File: src/design/ddcb_pkg.sv
// Shared types, constants and helper functions for the DMA descriptor chain builder.
// Used by the front end, the request queue, the back end and the top level.
// No dependencies.
package ddcb_pkg;

    // Default values for the top-level parameters.
    localparam int DEF_PAGE_BYTES            = 4096;
    localparam int DEF_MAX_BLOCKS            = 256;
    localparam int DEF_BLOCKS_PER_DESCRIPTOR = 8;

    // A chain never holds more than this many descriptors.
    localparam int CHAIN_MAX = 32;

    // Each descriptor table entry is 16 bytes, so the next pointer is index << 4.
    localparam int ENTRY_SHIFT = 4;

    // Fixed field widths of the request and the descriptor.
    localparam int BLK_COUNT_W = 16;
    localparam int BLK_SIZE_W  = 16;
    localparam int ADDR_W      = 32;
    localparam int INDEX_W     = 5;
    localparam int BYTE_W      = 19;

    // Number of requests the queue between front and back can hold.
    localparam int QUEUE_DEPTH = 2;

    // Back-end sequencer states.
    typedef enum logic {
        ST_IDLE,
        ST_RUN
    } ddcb_state_t;

    // Queue status seen by the front end and the back end.
    typedef struct packed {
        logic full;
        logic empty;
    } ddcb_q_status_t;

    // Largest block count that is accepted: the block limit or what fits in a full chain.
    function automatic int chain_limit(input int per, input int max_blocks);
        int chain_blocks;
        chain_blocks = CHAIN_MAX * per;
        return (max_blocks < chain_blocks) ? max_blocks : chain_blocks;
    endfunction

    // Width of the remaining-block counter for a given configuration.
    function automatic int left_width(input int per, input int max_blocks);
        return $clog2(chain_limit(per, max_blocks) + 1);
    endfunction

endpackage

File: src/design/ddcb_front.sv
// Front end of the descriptor chain builder: accepts requests and classifies them.
// Depends on ddcb_pkg; feeds ddcb_queue.
module ddcb_front
    import ddcb_pkg::*;
#(
    parameter int MAX_BLOCKS            = DEF_MAX_BLOCKS,
    parameter int BLOCKS_PER_DESCRIPTOR = DEF_BLOCKS_PER_DESCRIPTOR,
    parameter int ENTRY_W               = 1 + BLK_SIZE_W + ADDR_W +
                                          left_width(BLOCKS_PER_DESCRIPTOR, MAX_BLOCKS)
)
(
    input  logic                   start,
    input  logic [BLK_COUNT_W-1:0] block_count,
    input  logic [BLK_SIZE_W-1:0]  block_size,
    input  logic [ADDR_W-1:0]      buffer_base,
    input  ddcb_q_status_t         q_status,
    output logic                   busy,
    output logic                   push,
    output logic [ENTRY_W-1:0]     entry
);

    localparam int LIMIT  = chain_limit(BLOCKS_PER_DESCRIPTOR, MAX_BLOCKS);
    localparam int LEFT_W = left_width(BLOCKS_PER_DESCRIPTOR, MAX_BLOCKS);

    logic              over_limit;
    logic [LEFT_W-1:0] left_count;

    // The block takes a new request whenever the queue has room.
    assign busy = q_status.full;
    assign push = start && !q_status.full;

    // A request over the limit is rejected; otherwise its block count fits the counter.
    assign over_limit = (32'(block_count) > 32'(LIMIT));
    assign left_count = over_limit ? '0 : LEFT_W'(block_count);

    // Queue entry layout: rejected, remaining blocks, block size, buffer base.
    assign entry = {over_limit, left_count, block_size, buffer_base};

endmodule

File: src/design/ddcb_queue.sv
// Short request queue between the front end and the back end.
// Depends on ddcb_pkg.
module ddcb_queue
    import ddcb_pkg::*;
#(
    parameter int ENTRY_W = 8
)
(
    input  logic               clk,
    input  logic               rst_n,
    input  logic               push,
    input  logic [ENTRY_W-1:0] push_entry,
    input  logic               pop,
    output logic [ENTRY_W-1:0] head_entry,
    output ddcb_q_status_t     q_status
);

    localparam int PTR_W = (QUEUE_DEPTH > 1) ? $clog2(QUEUE_DEPTH) : 1;
    localparam int CNT_W = $clog2(QUEUE_DEPTH + 1);

    logic [ENTRY_W-1:0] slot_reg [QUEUE_DEPTH];
    logic [PTR_W-1:0]   wr_ptr_reg;
    logic [PTR_W-1:0]   wr_ptr_next;
    logic [PTR_W-1:0]   rd_ptr_reg;
    logic [PTR_W-1:0]   rd_ptr_next;
    logic [CNT_W-1:0]   count_reg;
    logic [CNT_W-1:0]   count_next;
    logic               do_push;
    logic               do_pop;

    // Status flags.
    assign q_status.full  = (count_reg == CNT_W'(QUEUE_DEPTH));
    assign q_status.empty = (count_reg == '0);

    assign do_push = push && !q_status.full;
    assign do_pop  = pop && !q_status.empty;

    // Pointer and fill-count updates.
    always_comb
    begin
        wr_ptr_next = wr_ptr_reg;
        rd_ptr_next = rd_ptr_reg;
        count_next  = count_reg;
        if (do_push)
        begin
            wr_ptr_next = (32'(wr_ptr_reg) == QUEUE_DEPTH - 1) ? '0 : wr_ptr_reg + 1'b1;
        end
        if (do_pop)
        begin
            rd_ptr_next = (32'(rd_ptr_reg) == QUEUE_DEPTH - 1) ? '0 : rd_ptr_reg + 1'b1;
        end
        if (do_push && !do_pop)
        begin
            count_next = count_reg + 1'b1;
        end
        else if (do_pop && !do_push)
        begin
            count_next = count_reg - 1'b1;
        end
    end

    always_ff @(posedge clk or negedge rst_n)
    begin
        if (!rst_n)
        begin
            wr_ptr_reg <= '0;
            rd_ptr_reg <= '0;
            count_reg  <= '0;
        end
        else
        begin
            wr_ptr_reg <= wr_ptr_next;
            rd_ptr_reg <= rd_ptr_next;
            count_reg  <= count_next;
        end
    end

    // Entry storage; only filled slots are ever read.
    always_ff @(posedge clk)
    begin
        if (do_push)
        begin
            slot_reg[wr_ptr_reg] <= push_entry;
        end
    end

    assign head_entry = slot_reg[rd_ptr_reg];

endmodule

File: src/design/ddcb_back.sv
// Back end of the descriptor chain builder: walks one request and emits its descriptors.
// Depends on ddcb_pkg; reads requests from ddcb_queue.
module ddcb_back
    import ddcb_pkg::*;
#(
    parameter int PAGE_BYTES            = DEF_PAGE_BYTES,
    parameter int MAX_BLOCKS            = DEF_MAX_BLOCKS,
    parameter int BLOCKS_PER_DESCRIPTOR = DEF_BLOCKS_PER_DESCRIPTOR,
    parameter int ENTRY_W               = 1 + BLK_SIZE_W + ADDR_W +
                                          left_width(BLOCKS_PER_DESCRIPTOR, MAX_BLOCKS)
)
(
    input  logic               clk,
    input  logic               rst_n,
    input  ddcb_q_status_t     q_status,
    input  logic [ENTRY_W-1:0] head_entry,
    input  logic [ADDR_W-1:0]  table_base,
    output logic               pop,
    output logic               result_valid,
    output logic [INDEX_W-1:0] descriptor_index,
    output logic               owned_by_dma,
    output logic               chained,
    output logic               first_segment,
    output logic               last_segment,
    output logic [BYTE_W-1:0]  byte_count,
    output logic [ADDR_W-1:0]  buffer_address,
    output logic [ADDR_W-1:0]  next_address,
    output logic               rejected,
    output logic               end_of_run
);

    localparam int LEFT_W = left_width(BLOCKS_PER_DESCRIPTOR, MAX_BLOCKS);
    localparam int SEG_W  = $clog2(BLOCKS_PER_DESCRIPTOR + 1);
    localparam int PROD_W = BLK_SIZE_W + SEG_W;

    ddcb_state_t state_reg;
    ddcb_state_t state_next;

    // Working registers of the request in progress.
    logic [LEFT_W-1:0]     left_reg;
    logic [BLK_SIZE_W-1:0] bsize_reg;
    logic [ADDR_W-1:0]     buf_reg;
    logic [INDEX_W-1:0]    idx_reg;
    logic                  rej_reg;

    // Output registers.
    logic                  valid_reg;
    logic [INDEX_W-1:0]    index_reg;
    logic                  owned_reg;
    logic                  first_reg;
    logic                  last_reg;
    logic [BYTE_W-1:0]     bytes_reg;
    logic [ADDR_W-1:0]     baddr_reg;
    logic [ADDR_W-1:0]     naddr_reg;
    logic                  rejected_reg;
    logic                  eor_reg;

    // Head entry fields.
    logic                  head_rej;
    logic [LEFT_W-1:0]     head_left;
    logic [BLK_SIZE_W-1:0] head_bsize;
    logic [ADDR_W-1:0]     head_base;

    logic                  emit;
    logic                  is_last;
    logic [SEG_W-1:0]      seg;
    logic [PROD_W-1:0]     prod;
    logic [ADDR_W-1:0]     entry_offset;

    assign {head_rej, head_left, head_bsize, head_base} = head_entry;

    // Segment of the current descriptor: the remainder on the final one, else a full group.
    assign is_last = rej_reg || (32'(left_reg) <= 32'(BLOCKS_PER_DESCRIPTOR));
    assign seg     = is_last ? SEG_W'(left_reg) : SEG_W'(BLOCKS_PER_DESCRIPTOR);
    assign prod    = PROD_W'(bsize_reg) * PROD_W'(seg);

    // Offset of the entry after this one in the descriptor table.
    assign entry_offset = (ADDR_W'(idx_reg) + 1'b1) << ENTRY_SHIFT;

    // Next-state logic.
    always_comb
    begin
        state_next = state_reg;
        case (state_reg)
            ST_IDLE:
            begin
                if (!q_status.empty)
                begin
                    state_next = ST_RUN;
                end
            end
            ST_RUN:
            begin
                if (is_last && q_status.empty)
                begin
                    state_next = ST_IDLE;
                end
            end
            default:
            begin
                state_next = ST_IDLE;
            end
        endcase
    end

    // Sequencer outputs: emit a descriptor each running cycle, load the next request when free.
    always_comb
    begin
        emit = 1'b0;
        pop  = 1'b0;
        case (state_reg)
            ST_IDLE:
            begin
                pop = !q_status.empty;
            end
            ST_RUN:
            begin
                emit = 1'b1;
                pop  = is_last && !q_status.empty;
            end
            default:
            begin
                emit = 1'b0;
                pop  = 1'b0;
            end
        endcase
    end

    // Control registers.
    always_ff @(posedge clk or negedge rst_n)
    begin
        if (!rst_n)
        begin
            state_reg <= ST_IDLE;
            valid_reg <= 1'b0;
        end
        else
        begin
            state_reg <= state_next;
            valid_reg <= emit;
        end
    end

    // Working registers: reload when a request is taken, else advance on each descriptor.
    always_ff @(posedge clk)
    begin
        if (pop)
        begin
            left_reg  <= head_left;
            bsize_reg <= head_bsize;
            buf_reg   <= head_base;
            idx_reg   <= '0;
            rej_reg   <= head_rej;
        end
        else if (emit)
        begin
            left_reg <= left_reg - LEFT_W'(BLOCKS_PER_DESCRIPTOR);
            buf_reg  <= buf_reg + ADDR_W'(PAGE_BYTES);
            idx_reg  <= idx_reg + 1'b1;
        end
    end

    // Result registers; a rejected request shows zeros besides its two marks.
    always_ff @(posedge clk)
    begin
        if (emit)
        begin
            index_reg    <= rej_reg ? '0 : idx_reg;
            owned_reg    <= !rej_reg;
            first_reg    <= !rej_reg && (idx_reg == '0);
            last_reg     <= !rej_reg && is_last;
            bytes_reg    <= rej_reg ? '0 : BYTE_W'(prod);
            baddr_reg    <= rej_reg ? '0 : buf_reg;
            naddr_reg    <= rej_reg ? '0 : table_base + entry_offset;
            rejected_reg <= rej_reg;
            eor_reg      <= is_last;
        end
    end

    assign result_valid     = valid_reg;
    assign descriptor_index = index_reg;
    assign owned_by_dma     = owned_reg;
    assign chained          = owned_reg;
    assign first_segment    = first_reg;
    assign last_segment     = last_reg;
    assign byte_count       = bytes_reg;
    assign buffer_address   = baddr_reg;
    assign next_address     = naddr_reg;
    assign rejected         = rejected_reg;
    assign end_of_run       = eor_reg;

endmodule

File: src/design/dma_descriptor_chain_builder.sv
// DMA descriptor chain builder, top level.
// Depends on ddcb_pkg, ddcb_front, ddcb_queue and ddcb_back.
//
// Usage: a request (block_count, block_size, buffer_base) is taken at a rising
// clock edge where start is high and busy is low. Each request produces a chain
// of descriptors, one per cycle, each shown for exactly one cycle with
// result_valid high; end_of_run marks the final result of a request. A request
// above the block limit gives a single result with rejected set.
// The descriptor table base register is written with cfg_write_en and
// cfg_write_data; the user must write it only while the block is idle, which
// the block itself does not enforce. It resets to zero. A request passes the
// queue and the back end's working registers before its first descriptor shows.
// Each request gives N descriptors, N = ceil(block_count / group) with a
// minimum of one, at most 32; the back-end sequencer emits one descriptor per
// cycle, and starts a queued chain straight after the previous one.
// A two-entry request queue lets the front take requests while a chain runs;
// busy is high while the queue is full.
// Reset clears the queue and the sequencer. The receiver cannot stall results.
module dma_descriptor_chain_builder
    import ddcb_pkg::*;
#(
    parameter int PAGE_BYTES            = DEF_PAGE_BYTES,
    parameter int MAX_BLOCKS            = DEF_MAX_BLOCKS,
    parameter int BLOCKS_PER_DESCRIPTOR = DEF_BLOCKS_PER_DESCRIPTOR
)
(
    input  logic                   clk,
    input  logic                   rst_n,
    input  logic                   cfg_write_en,
    input  logic [ADDR_W-1:0]      cfg_write_data,
    input  logic                   start,
    output logic                   busy,
    input  logic [BLK_COUNT_W-1:0] block_count,
    input  logic [BLK_SIZE_W-1:0]  block_size,
    input  logic [ADDR_W-1:0]      buffer_base,
    output logic                   result_valid,
    output logic [INDEX_W-1:0]     descriptor_index,
    output logic                   owned_by_dma,
    output logic                   chained,
    output logic                   first_segment,
    output logic                   last_segment,
    output logic [BYTE_W-1:0]      byte_count,
    output logic [ADDR_W-1:0]      buffer_address,
    output logic [ADDR_W-1:0]      next_address,
    output logic                   rejected,
    output logic                   end_of_run
);

    localparam int ENTRY_W = 1 + BLK_SIZE_W + ADDR_W +
                             left_width(BLOCKS_PER_DESCRIPTOR, MAX_BLOCKS);

    logic [ADDR_W-1:0]  table_base_reg;
    logic               push;
    logic               pop;
    logic [ENTRY_W-1:0] push_entry;
    logic [ENTRY_W-1:0] head_entry;
    ddcb_q_status_t     q_status;

    // Descriptor table base register.
    always_ff @(posedge clk or negedge rst_n)
    begin
        if (!rst_n)
        begin
            table_base_reg <= '0;
        end
        else if (cfg_write_en)
        begin
            table_base_reg <= cfg_write_data;
        end
    end

    // Request intake and classification.
    ddcb_front #(
        .MAX_BLOCKS            (MAX_BLOCKS),
        .BLOCKS_PER_DESCRIPTOR (BLOCKS_PER_DESCRIPTOR),
        .ENTRY_W               (ENTRY_W)
    ) u_front (
        .start       (start),
        .block_count (block_count),
        .block_size  (block_size),
        .buffer_base (buffer_base),
        .q_status    (q_status),
        .busy        (busy),
        .push        (push),
        .entry       (push_entry)
    );

    // Request queue between front and back.
    ddcb_queue #(
        .ENTRY_W (ENTRY_W)
    ) u_queue (
        .clk        (clk),
        .rst_n      (rst_n),
        .push       (push),
        .push_entry (push_entry),
        .pop        (pop),
        .head_entry (head_entry),
        .q_status   (q_status)
    );

    // Descriptor generation.
    ddcb_back #(
        .PAGE_BYTES            (PAGE_BYTES),
        .MAX_BLOCKS            (MAX_BLOCKS),
        .BLOCKS_PER_DESCRIPTOR (BLOCKS_PER_DESCRIPTOR),
        .ENTRY_W               (ENTRY_W)
    ) u_back (
        .clk              (clk),
        .rst_n            (rst_n),
        .q_status         (q_status),
        .head_entry       (head_entry),
        .table_base       (table_base_reg),
        .pop              (pop),
        .result_valid     (result_valid),
        .descriptor_index (descriptor_index),
        .owned_by_dma     (owned_by_dma),
        .chained          (chained),
        .first_segment    (first_segment),
        .last_segment     (last_segment),
        .byte_count       (byte_count),
        .buffer_address   (buffer_address),
        .next_address     (next_address),
        .rejected         (rejected),
        .end_of_run       (end_of_run)
    );

endmodule

File: config.mk
export PLATFORM = sky130hd
export DESIGN_NAME = dma_descriptor_chain_builder
export DESIGN_NICKNAME = d
export VERILOG_FILES = /design/src/design/ddcb_pkg.sv /design/src/design/ddcb_front.sv /design/src/design/ddcb_queue.sv /design/src/design/ddcb_back.sv /design/src/design/dma_descriptor_chain_builder.sv
export SDC_FILE = /design/constraint.sdc
export NUM_CORES = 1
export LEC_CHECK = 0
export BUFFER_PORTS_ARGS = -buffer_cell sky130_fd_sc_hd__buf_2
export CAP_MARGIN = 40
export CORE_MARGIN = 8
export CORE_UTILIZATION = 45
export DETAILED_ROUTE_END_ITERATION = 10
export GPL_TIMING_DRIVEN = 0
export PLACE_DENSITY = 0.73
export SLEW_MARGIN = 20
export SYNTH_ARGS = -nofsm -noshare
export SYNTH_HDL_FRONTEND = slang
export SYNTH_SLANG_ARGS = --single-unit
File: constraint.sdc
create_clock -name clk -period 13.1 [get_ports clk]
set_clock_uncertainty 0.05 [all_clocks]
set_input_delay 2.62 -clock clk [delete_from_list [all_inputs] [get_ports clk]]
set_output_delay 2.62 -clock clk [all_outputs]
set_load 0.05 [all_outputs]
==> results.cfg, run 1 <==
[global_route]
globalRoute.totalOverflow = 0
grt_pass1_vias = 9286
antenna_found_initial = 3
grt_usage = 0.160
grt_pass1_wl_um = 49100
grt_max_degree = 53

[clock_network]
ctsResizeCount = 0
h-tree-depth = 2
cts_setup_buffers = 0
hold_buffers = 0
cts_buffer_depth = 3
cts.sinks = 310
insertion_delay_ns = 0.52
cts-root-buf = clkbuf_16
cts_tree = done
clk_pin_slew_worst_paths_ns = 0.05
cts_buffers = 36

[critical_path]
required_ns = 13.30
crit_path_top_delay_cell = fa_1
rr_worst_depth = 19
crit_start = u_back.left_reg[3]
r2r_end = u_back.byte_count[16]
endpoint_kind = flip-flop
critPathArrivalTime_ns = 5.67
cp_common_cell = inv_1
start_kind = flip-flop
cpPeakStageDelay_ns = 0.56
rrSetupSlack_ns = 7.63
cpLargestDelayFamily = adder cells
worstPathMaxFanout = 10
path_cells = inv_1 -> ha_1 -> a41o_1 -> a21oi_2 -> inv_1 -> nand2_1 -> clkbuf_1 -> nand2_1 -> fa_1 -> inv_1 -> fa_1 -> inv_1 -> fa_1 -> nor2b_1 -> o31a_1 -> a211oi_2 -> a21oi_1 -> a31oi_1 -> mux2_2
path_buf_inv = 5
crit_type = flip-flop to flip-flop
r2r-start = u_back.left_reg[3]

[floorplan]
ioPinCount = 196
die_w_um = 195
initial_core_util = 0.458
die_area_um2 = 38100
rows = 65
die_h_um = 195
core_area_um2 = 31600

[worst_hold_path]
hp-start = table_base_reg[1]
holdPathEnd = table_base_reg[1]
hold_class = flip-flop to flip-flop
hold_depth = 1

[yosys]
synth.largest_area_cell = edfxtp_1
synthArstFlopShare = 0.123
synth_top_area_frac = 0.555
ys_seq_elements = 310
syn_avg_cell_area_um2 = 13.5
netlist_instances = 1068
yosysUniqueCellTypes = 58
yosys-top-cells-area = edfxtp_1 55%, dfrtp_1 6.6%, fa_1 4.0%
yosys_warnings = 0
synth_area_um2 = 14500
synth_edf_count = 267
ys_seq_area_frac = 0.628
yosys_most_used_dff = edfxtp_1
syn_nets = 1230

[timing]
fin_crit_sh = 0.417
grt_setup_unrepaired = no
final.setup.tns_ns = 0
holdWs_ns = 0.455
hold_violations = 0
fmax_mhz = 183
layout_setup_ws_ns = 7.63
setup_viol = 0
min_period_ns = 5.47
worst_pin_slew_ns = 0.784
drv_slew = 0
slew_headroom = 0.477

[finish]
area_growth_pct = 20.6
largest_reg_flops = 116
fin_nets = 1472
fillers = 2648
layout-drive-gt1-share = 0.253
final_cell_mix = 267 x edfxtp_1, 205 x buf_2, 86 x nor2_1, 70 x inv_1
multi_input_area_um2 = 4950
final_common_cell = edfxtp_1
seqCellArea_um2 = 9070
instances_no_fill = 1741

[routing]
firstDrtPassIters = 5
viasPerCell = 5.12
wire_per_inst_um = 17.9
ant_nets = 0
route.vias.total = 8913
drc = 0
first_iter_violations = 471
wl_um = 31100

[run_status]
outcome = finished, final reports clean

[job]
maxCapViolations = 0

[place]
placed_cells = 1673
dpl_worst_slack_ns = 7.65
place_congestion = 0.858
numPortBuffers = 194
hpwl_um = 22800
-- final cells by class --
type                            instances  share of cell area
Inverter                               72              0.0155
Clock inverter                         16              0.0167
Buffer                                 39             0.00976
Tap cell                              402              0.0288
Timing Repair Buffer                  204              0.0663
Sequential cell                       310               0.520
Multi-Input combinational cell        647               0.284
Clock buffer                           50              0.0582
Antenna cell                            1            0.000144
-- per-layer routing --
layer / vias to the layer above / wire, um / GRT usage
li1: 4280 / - / -
met5: - / 27 / 0
met2: 262 / 14800 / 0.268
met1: 4311 / 13500 / 0.202
met4: 4 / 729 / 0.0511
met3: 56 / 2020 / 0.0404
-- how the worst max path moves through the flow --
stage                                    to  slack [ns]  cells past startpoint
floorplan            u_queue.slot_reg[0][0]        7.44                      2
global placement    u_queue.slot_reg[0][37]        5.88                      3
detailed placement    u_back.byte_count[16]        7.65                     19
CTS                   u_back.byte_count[16]        7.64                     19
global route          u_back.byte_count[16]        7.30                     19
finish                u_back.byte_count[16]        7.63                     19
-- kinds of logic after synthesis --
family / count (synthesis) / share of synthesized area
adders and majority gates: 62 / 0.0687
muxes: 98 / 0.0721
AOI/OAI and AO/OA: 93 / 0.0414
buffers and inverters: 111 / 0.0305
xor gates and xnor gates: 62 / 0.0376
and+or+nand+nor: 332 / 0.122
DFF: 310 / 0.628
-- worst register-to-register path, cell delays in order (launching register included) --
cell,delay (ns)
edfxtp_1,0.42
inv_1,0.11
ha_1,0.25
a41o_1,0.26
a21oi_2,0.37
inv_1,0.11
nand2_1,0.21
clkbuf_1,0.35
nand2_1,0.16
fa_1,0.55
inv_1,0.06
fa_1,0.56
inv_1,0.06
fa_1,0.43
nor2b_1,0.20
o31a_1,0.26
a211oi_2,0.11
a21oi_1,0.26
a31oi_1,0.14
mux2_2,0.29
-- through the flow --
step | utilization | instance area, um2
detailed placement | 0.511 | 16100
finish | 0.553 | 17400
global route | 0.552 | 17400
CTS | 0.552 | 17400
floorplan | - | 14500
global placement | 0.505 | 15900
-- cell usage after synthesis, drive strengths merged, types with 15 or more instances --
library cell,number
o21ai,15
nor2b,48
inv,71
ha,33
mux2,49
buf,15
dfrtp,38
nor2,88
xnor2,39
fa,29
mux2i,49
a21oi,41
nand2,51
and2,51
nor3,18
xor2,23
nand3,22
edfxtp,267
clkbuf,24
Power of run 1 is not shown: default switching activity piles up to over one toggle a cycle in this logic, so the estimate is an artifact.
==> inputs of run 2 (changes only) <==
clock period = 5.25 ns   (was 13.1 ns; I/O delays follow)
==> results.cfg, run 2 (synthesis results as in run 1) <==
[timing]
final.setup.tns_ns = 0
min_period_ns = 4.99
setup_viol = 0
worst_pin_slew_ns = 0.792
grt_setup_unrepaired = no
drv_slew = 0
fin_crit_sh = 0.950
fmax_mhz = 200
hold_violations = 0
slew_headroom = 0.472

[critical_path]
worstPathMaxFanout = 15
rr_worst_depth = 18
path_depth = 18
crit_type = flip-flop to flip-flop
critPathArrivalTime_ns = 5.19
start_kind = flip-flop
r2r_end = u_back.byte_count[16]
endpoint_kind = flip-flop
required_ns = 5.45
crit_start = u_back.left_reg[3]
path_cells = inv_1 -> ha_1 -> a41o_1 -> a21oi_4 -> inv_1 -> nand2_4 -> and2_1 -> fa_1 -> inv_1 -> fa_1 -> inv_1 -> ha_1 -> nor2b_1 -> o31a_1 -> a211oi_2 -> a21oi_2 -> a31oi_1 -> mux2_2
r2r-start = u_back.left_reg[3]
rrSetupSlack_ns = 0.26
cpLargestDelayFamily = adder cells
path_buf_inv = 4
crit_path_top_delay_cell = fa_1
cp_common_cell = inv_1
cpPeakStageDelay_ns = 0.55

[place]
place_congestion = 0.858
numPortBuffers = 194
hpwl_um = 22800

[finish]
largest_reg_flops = 116
area_growth_pct = 21.0
final_cell_mix = 267 x edfxtp_1, 205 x buf_2, 85 x nor2_1, 70 x inv_1, 51 x and2_1
layout-drive-gt1-share = 0.258
final_common_cell = edfxtp_1
fin_nets = 1473

[floorplan]
ioPinCount = 196
die_h_um = 195
die_w_um = 195
initial_core_util = 0.458
die_area_um2 = 38100
rows = 65
core_area_um2 = 31600

[routing]
route.vias.total = 8906
drc = 0
first_iter_violations = 444
wl_um = 31100
wire_per_inst_um = 17.9
ant_nets = 0
firstDrtPassIters = 5
viasPerCell = 5.11

[clock_network]
cts_tree = done
hold_buffers = 0
insertion_delay_ns = 0.52
cts.sinks = 310
h-tree-depth = 2
cts_buffers = 36
clk_pin_slew_worst_paths_ns = 0.06
cts_buffer_depth = 3
cts-root-buf = clkbuf_16

[global_route]
grt_pass1_wl_um = 49100
antenna_found_initial = 3
globalRoute.totalOverflow = 0
grt_max_degree = 53
grt_usage = 0.160
grt_pass1_vias = 9280

[worst_hold_path]
hold_class = input port to async pin

[job]
maxCapViolations = 0

[run_status]
outcome = finished, final reports clean
run 2: cell count changes in the layout (fill, tap and decap cells not counted):
cell      before  now
buf_4          3    5
a211oi_1       4    3
a211oi_2       1    2
a21oi_1       39   38
a21oi_4        1    2
clkbuf_1      33   32
nand2_1       51   50
nand2_4        0    1
nor2_1        86   85
nor2_4         1    2
nor2b_1       48   47
nor2b_4        0    1
run 2: cell type report:
class | instances | area, um2
Inverter | 72 | 270
Sequential cell | 310 | 9070
Clock buffer | 50 | 1010
Antenna cell | 1 | 2.50
Clock inverter | 16 | 292
Tap cell | 402 | 503
Multi-Input combinational cell | 647 | 4990
Timing Repair Buffer | 206 | 1170
Buffer | 38 | 166
Fill cell | 2641 | 14100
run 2: worst max-delay path by stage:
stage                               to  slack (ns)
2_1_floorplan    u_back.byte_count[16]        0.56
3_3_place_gp   u_queue.slot_reg[0][37]       -0.40
3_5_place_dp     u_back.byte_count[16]       -0.20
4_1_cts          u_back.byte_count[16]        0.04
5_1_grt          u_back.byte_count[16]        0.02
6_report         u_back.byte_count[16]        0.26
run 2: what timing repair did:
action,4_1_cts,5_1_grt
setup buffers,0,2
hold endpoints to repair,0,0
resized for setup,2,7
endpoints found under the setup margin,3,4
pin swaps,0,2
run 2: per-layer routing:
| metal | global-route usage | vias to the layer above | routed length [um] |
|---|---|---|---|
| met3 | 0.0404 | 59 | 2060 |
| met2 | 0.267 | 277 | 14900 |
| met1 | 0.203 | 4283 | 13500 |
| met5 | 0 | - | 27 |
| met4 | 0.0511 | 4 | 716 |
| li1 | - | 4283 | - |
run 2: through the flow:
step                hold slack, ns  setup WS, ns  cell area [um2]  utilization  instances
floorplan                    0.411         0.562            14500            -       1068
global placement             0.425        -0.401            15900        0.505       1664
detailed placement           0.446        -0.197            16100        0.511       1673
CTS                          0.375        0.0375            17400        0.552       1738
global route                 0.386        0.0243            17500        0.554       1741
finish                       0.381         0.261            17500        0.554       1742
Power of run 2 is left out for the same reason.
